## src/rtl/core/baro_temp_pressure_compensate_unit_macros.svh

```systemverilog
// Assertion macros shared by the barometric compensation RTL.
// Depends on the including module having clk and rst_n in scope.
`ifndef BARO_TEMP_PRESSURE_COMPENSATE_UNIT_MACROS_SVH
`define BARO_TEMP_PRESSURE_COMPENSATE_UNIT_MACROS_SVH

// Same-cycle implication, disabled during reset.
`define BTPC_ASSERT_NOW(lbl, ante, cons, msg) \
  lbl: assert property (@(posedge clk) disable iff (!rst_n) (ante) |-> (cons)) else $error(msg);

// Next-cycle implication, disabled during reset.
`define BTPC_ASSERT_NEXT(lbl, ante, cons, msg) \
  lbl: assert property (@(posedge clk) disable iff (!rst_n) (ante) |=> (cons)) else $error(msg);

`endif

```

## src/rtl/core/btpc_div.sv

```systemverilog
// Pipelined unsigned restoring divider, one quotient bit per register stage.
// Depends on nothing; side data travels alongside each item.
module btpc_div #(
  parameter int NUM_W  = 32,
  parameter int DEN_W  = 17,
  parameter int SIDE_W = 1
) (
  input  logic              clk,
  input  logic              rst_n,
  input  logic              en,
  input  logic              in_vld,
  input  logic [NUM_W-1:0]  num,
  input  logic [DEN_W-1:0]  den,
  input  logic [SIDE_W-1:0] side,
  output logic              out_vld,
  output logic [NUM_W-1:0]  quo,
  output logic [SIDE_W-1:0] out_side
);

  logic [NUM_W-1:0]  q_a [0:NUM_W];
  logic [DEN_W-1:0]  r_a [0:NUM_W];
  logic [DEN_W-1:0]  d_a [0:NUM_W];
  logic [SIDE_W-1:0] s_a [0:NUM_W];
  logic              v_a [0:NUM_W];

  assign q_a[0] = num;
  assign r_a[0] = '0;
  assign d_a[0] = den;
  assign s_a[0] = side;
  assign v_a[0] = in_vld;

  // Each stage shifts in one numerator bit and subtracts the divisor if it fits.
  for (genvar s = 0; s < NUM_W; s++) begin : g_stage
    logic [DEN_W:0]    trial;
    logic [DEN_W:0]    diff;
    logic              ge;
    logic [NUM_W-1:0]  q_r;
    logic [DEN_W-1:0]  r_r;
    logic [DEN_W-1:0]  d_r;
    logic [SIDE_W-1:0] s_r;
    logic              v_r;

    assign trial = {r_a[s], q_a[s][NUM_W-1]};
    assign diff  = trial - {1'b0, d_a[s]};
    assign ge    = trial >= {1'b0, d_a[s]};

    always_ff @(posedge clk) begin
      if (en) begin
        q_r <= {q_a[s][NUM_W-2:0], ge};
        r_r <= ge ? diff[DEN_W-1:0] : trial[DEN_W-1:0];
        d_r <= d_a[s];
        s_r <= s_a[s];
      end
    end

    always_ff @(posedge clk) begin
      if (!rst_n) begin
        v_r <= 1'b0;
      end else if (en) begin
        v_r <= v_a[s];
      end
    end

    assign q_a[s+1] = q_r;
    assign r_a[s+1] = r_r;
    assign d_a[s+1] = d_r;
    assign s_a[s+1] = s_r;
    assign v_a[s+1] = v_r;
  end

  assign out_vld  = v_a[NUM_W];
  assign quo      = q_a[NUM_W];
  assign out_side = s_a[NUM_W];

endmodule
```

## config.mk

```make
export PLATFORM = sky130hd
export DESIGN_NAME = btpc_div
export DESIGN_NICKNAME = d
export VERILOG_FILES = /design/src/rtl/core/baro_temp_pressure_compensate_unit_macros.svh /design/src/rtl/core/btpc_div.sv
export SDC_FILE = /design/constraint.sdc
export NUM_CORES = 2
export LEC_CHECK = 0
export ABC_CLOCK_PERIOD_IN_PS = 6300
export CAP_MARGIN = 20
export CORE_MARGIN = 2
export CORE_UTILIZATION = 40
export DETAILED_ROUTE_END_ITERATION = 8
export DONT_BUFFER_PORTS = 1
export GPL_ROUTABILITY_DRIVEN = 0
export PLACE_DENSITY = 0.57
export SLEW_MARGIN = 20
export SYNTH_ARGS = -nofsm -noshare
export SYNTH_HDL_FRONTEND = slang
export SYNTH_SLANG_ARGS = --single-unit
```

## constraint.sdc

```tcl
create_clock -name clk -period 6.3 [get_ports clk]
set_clock_uncertainty 0.2 [all_clocks]
set_input_delay 0.315 -clock clk [delete_from_list [all_inputs] [get_ports clk]]
set_output_delay 0.315 -clock clk [all_outputs]
set_load 0.005 [all_outputs]
```

==> run_results.csv <==
group,metric,value,unit
critical_path,required,6.68,ns
timing,slew_violations,0,
synth,syn_inst,6816,
routing,wl_per_cell,16.44,um
clock_tree,cts_buffers,233,
place,dpl.hpwl,113700,um
run,maxCapViolCount,0,
final_layout,seqCellArea,64000,um2
critical_path,cp.arrival,4.48,ns
routing,drt_wl_total,171900,um
synth,yosysWarnings,0,
synth,synth_area_leaders,"edfxtp_1 66%, ha_1 6.9%, inv_1 2.6%, mux2_2 2.6%, a21oi_1 2.3%",
place,io_buffers,0,
timing,setup_viol,0,
power_and_ir_drop,p_per_area,471.8,nW/um2
global_route,grt_pass1_wl,278100,um
timing,finalHoldViolCount,0,
place,dpl_cell_area,99730,um2
clock_tree,root_buffer,"clkbuf_16",
floorplanning,die-area,243300,um2
synth,synth_top_area_cell,"edfxtp_1",
critical_path,crit_type,"reg2reg",
routing,drt_pass1_iterations,9,
final_layout,syn_to_final_growth,13.36,%
timing,finalCriticalPeriod,4.094,ns
clock_tree,ctsResizeCount,0,
clock_tree,clock_path_buffers,3,
timing,max_freq,244.3,MHz
final_layout,design_area,108500,um2
synth,syn_nets,7429,
synth,synth_cell_type_count,87,
power_and_ir_drop,p_leak,0.04077,uW
routing,vias,52720,
global_route,grt_util_all_layers,13.91,%
clock_tree,worstSkewPairLatency,0.86,ns
global_route,grt_pass1_vias,53060,
synth,yosysSeqAreaShare,66.85,%
clock_tree,clock-sinks,2142,
floorplanning,start_util,40.25,%
final_layout,drive_gt1_share,8.878,%
timing,fin_setup_tns,0,ns
global_route,antenna_found_initial,2,
final_layout,final_cells,10460,
final_layout,fillCellCount,20900,
floorplanning,die_w,493.2,um
final_layout,num-nets-final,7706,
synth,avgSynthCellArea,14.05,um2
floorplanning,die_y,493.2,um
routing,vias_per_cell,5.042,
power_and_ir_drop,peakVddDrop,274.5,uV
global_route,grt-ovfl-total,0,
routing,drc,2,
timing,rsz0062_at_grt,"false",
timing,post-route-period-util,64.98,%
power_and_ir_drop,power.total,51210,uW
timing,slew_headroom,26.54,%
synth,ys.flop_type,"edfxtp_1",
clock_tree,cts_tree,"yes",
place,place_inst,9911,
run_status,failed_checks,"DRC",
floorplanning,core_area,237900,um2
floorplanning,rows,179,
synth,synth.top_cell.area_share,66.18,%
worst_hold_path,holdCritPathClass,"reg2reg",
critical_path,endpoint_kind,"flop",
critical_path,crit_path_start_kind,"flop",
global_route,grt_start_max_net_pins,233,
critical_path,crit_path_max_fanout,18,
routing,final_antenna_net_count,0,
final_layout,multi_input_area,28890,um2
run_status,status,"complete, but fails checks",
routing,drt-initial-drc-count,3697,
timing,tightest_slew,1.102,ns
synth,async_flop_share,0,%
synth,netlist_area,95740,um2
synth,synth-seq-cells,2142,
synth,synth_edf_count,2110,
clock_tree,path_clk_slew,0.06,ns
clock_tree,cts.htree.levels,4,
floorplanning,ios,88,
timing,worst_hold_slack,0.1913,ns
cell usage in the layout (no fill, tap or decap), types with 15 or more instances in the layout:
master	netlist	routed
clkinv_2	0	43
nor2b_1	92	92
nor3_1	70	70
mux2_1	20	20
o21bai_1	55	55
o21a_1	88	88
o21ai_0	417	414
a211oi_1	63	63
o41ai_1	15	15
nor2_1	321	321
mux2i_1	55	55
clkbuf_16	0	234
and3_1	30	30
ha_1	529	529
clkinv_1	1	46
buf_16	0	17
nor4_1	20	20
nand2b_1	71	71
dfxtp_1	32	32
inv_1	656	656
xor2_1	172	172
nand4_1	57	57
fa_1	30	30
xnor2_1	211	211
buf_4	5	19
o31ai_1	26	26
nand3_1	79	79
a31oi_1	51	51
nand2_1	392	392
mux2_2	218	218
o211ai_1	24	24
dlygate4sd3_1	0	106
a21o_1	115	115
clkbuf_1	73	57
bufinv_16	0	19
a21oi_1	439	439
o31a_1	31	31
edfxtp_1	2110	2110
report_power, final:
part | internal, uW | total, uW | switching (uW)
combinational | 7670 | 17100 | 9440
clock | 7650 | 13300 | 5610
sequential | 19400 | 20800 | 1420
total | 34700 | 51200 | 16500
registers in the layout, summed over array words and instances (netlist names):
signal	flops
g_stage.d_r	527
g_stage.q_r	992
g_stage.r_r	527
g_stage.s_r	31
g_stage.v_r	31
out_side	1
out_vld	1
quo	32
Yosys cell counts, types with 8 or more instances:
master       n
o21ai_0    417
edfxtp_1  2110
mux2_4      12
clkbuf_1    73
nand2_1    392
a211oi_1    63
a211oi_2     8
o21bai_1    55
o21a_1      88
o211ai_1    24
o41ai_1     15
ha_1       529
a31oi_1     51
o31a_1      31
a21boi_0     8
nand3b_1    12
o22ai_1      8
nor3b_1     11
and3_1      30
xor2_1     172
a21oi_1    439
nor4_1      20
mux2i_1     55
nand4_1     57
a21o_1     115
fa_1        30
o21ai_1      8
nand3_1     79
xnor2_1    211
mux2_1      20
inv_1      656
nand2b_1    71
nor3_1      70
and2_1       9
mux2_2     218
dfxtp_1     32
o31ai_1     26
nor2_1     321
and4_1       8
nor2b_1     92
buf_2       13
or3_1       12
worst max-delay path, stage by stage, from the launching register on:
cell and delay, ns:
edfxtp_1 0.37, inv_1 0.08, ha_1 0.16, inv_1 0.06, fa_1 0.44, a211oi_2 0.25
o21bai_1 0.14, a31o_1 0.21, a21oi_1 0.18, o21bai_1 0.10, a221o_1 0.36, a211oi_4 0.86
mux2_2 0.42
cell type report:
| type | count | share of cell area [%] |
|---|---|---|
| sequential | 2142 | 58.97 |
| multi-input combinational | 3916 | 26.62 |
| clock buffer | 294 | 5.631 |
| tap | 3167 | 3.651 |
| inverter | 657 | 2.272 |
| timing repair buffer | 143 | 1.554 |
| clock inverter | 136 | 1.296 |
| antenna | 1 | 0.002306 |
stage by stage:
step | worst slack (ns) | utilization (%)
6_report | 2.206 | 45.63
5_1_grt | 1.950 | 45.63
4_1_cts | 1.928 | 45.54
3_5_place_dp | 2.079 | 41.93
3_3_place_gp | 2.154 | 41.93
2_1_floorplan | 2.816 | -
per-layer routing:
layer / vias up / share of wire (%) / global-route usage, % / wire [um]
met4: 0 / 2.8 / 4.500 / 4806
met1: 25560 / 45 / 18.20 / 77190
met3: 311 / 4.0 / 2.514 / 6808
li1: 25940 / - / - / -
met5: - / 0 / 0 / 0
met2: 914 / 48 / 23.40 / 83050
path summary, 6_finish.rpt:
| kind | start | to | slack (ns) | cells past startpoint |
|---|---|---|---|---|
| setup / recovery | g_stage[21].q_r[31] | g_stage[22].r_r[2] | 2.21 | 12 |
| hold / removal | g_stage[7].q_r[23] | g_stage[8].q_r[24] | 0.19 | 0 |
| setup reg to reg | g_stage[21].q_r[31] | g_stage[22].r_r[2] | 2.21 | 12 |
| hold reg to reg | g_stage[7].q_r[23] | g_stage[8].q_r[24] | 0.19 | 0 |
what timing repair did:
item / in CTS / in global routing
hold buffers: 105 / 2
hold endpoints to repair: 365 / 15
setup buffers: 0 / 0
kinds of logic after synthesis:
logic type / count (synthesis) / share of synthesized area, %
fa+ha+maj: 559 / 7.541
buf+inv: 758 / 3.065
xor+xnor: 383 / 3.504
flops: 2142 / 66.85
simple gates: 1208 / 5.937
mux: 305 / 3.563
compound gates: 1461 / 9.538
Note: power is estimated with default switching activity, not from simulation.
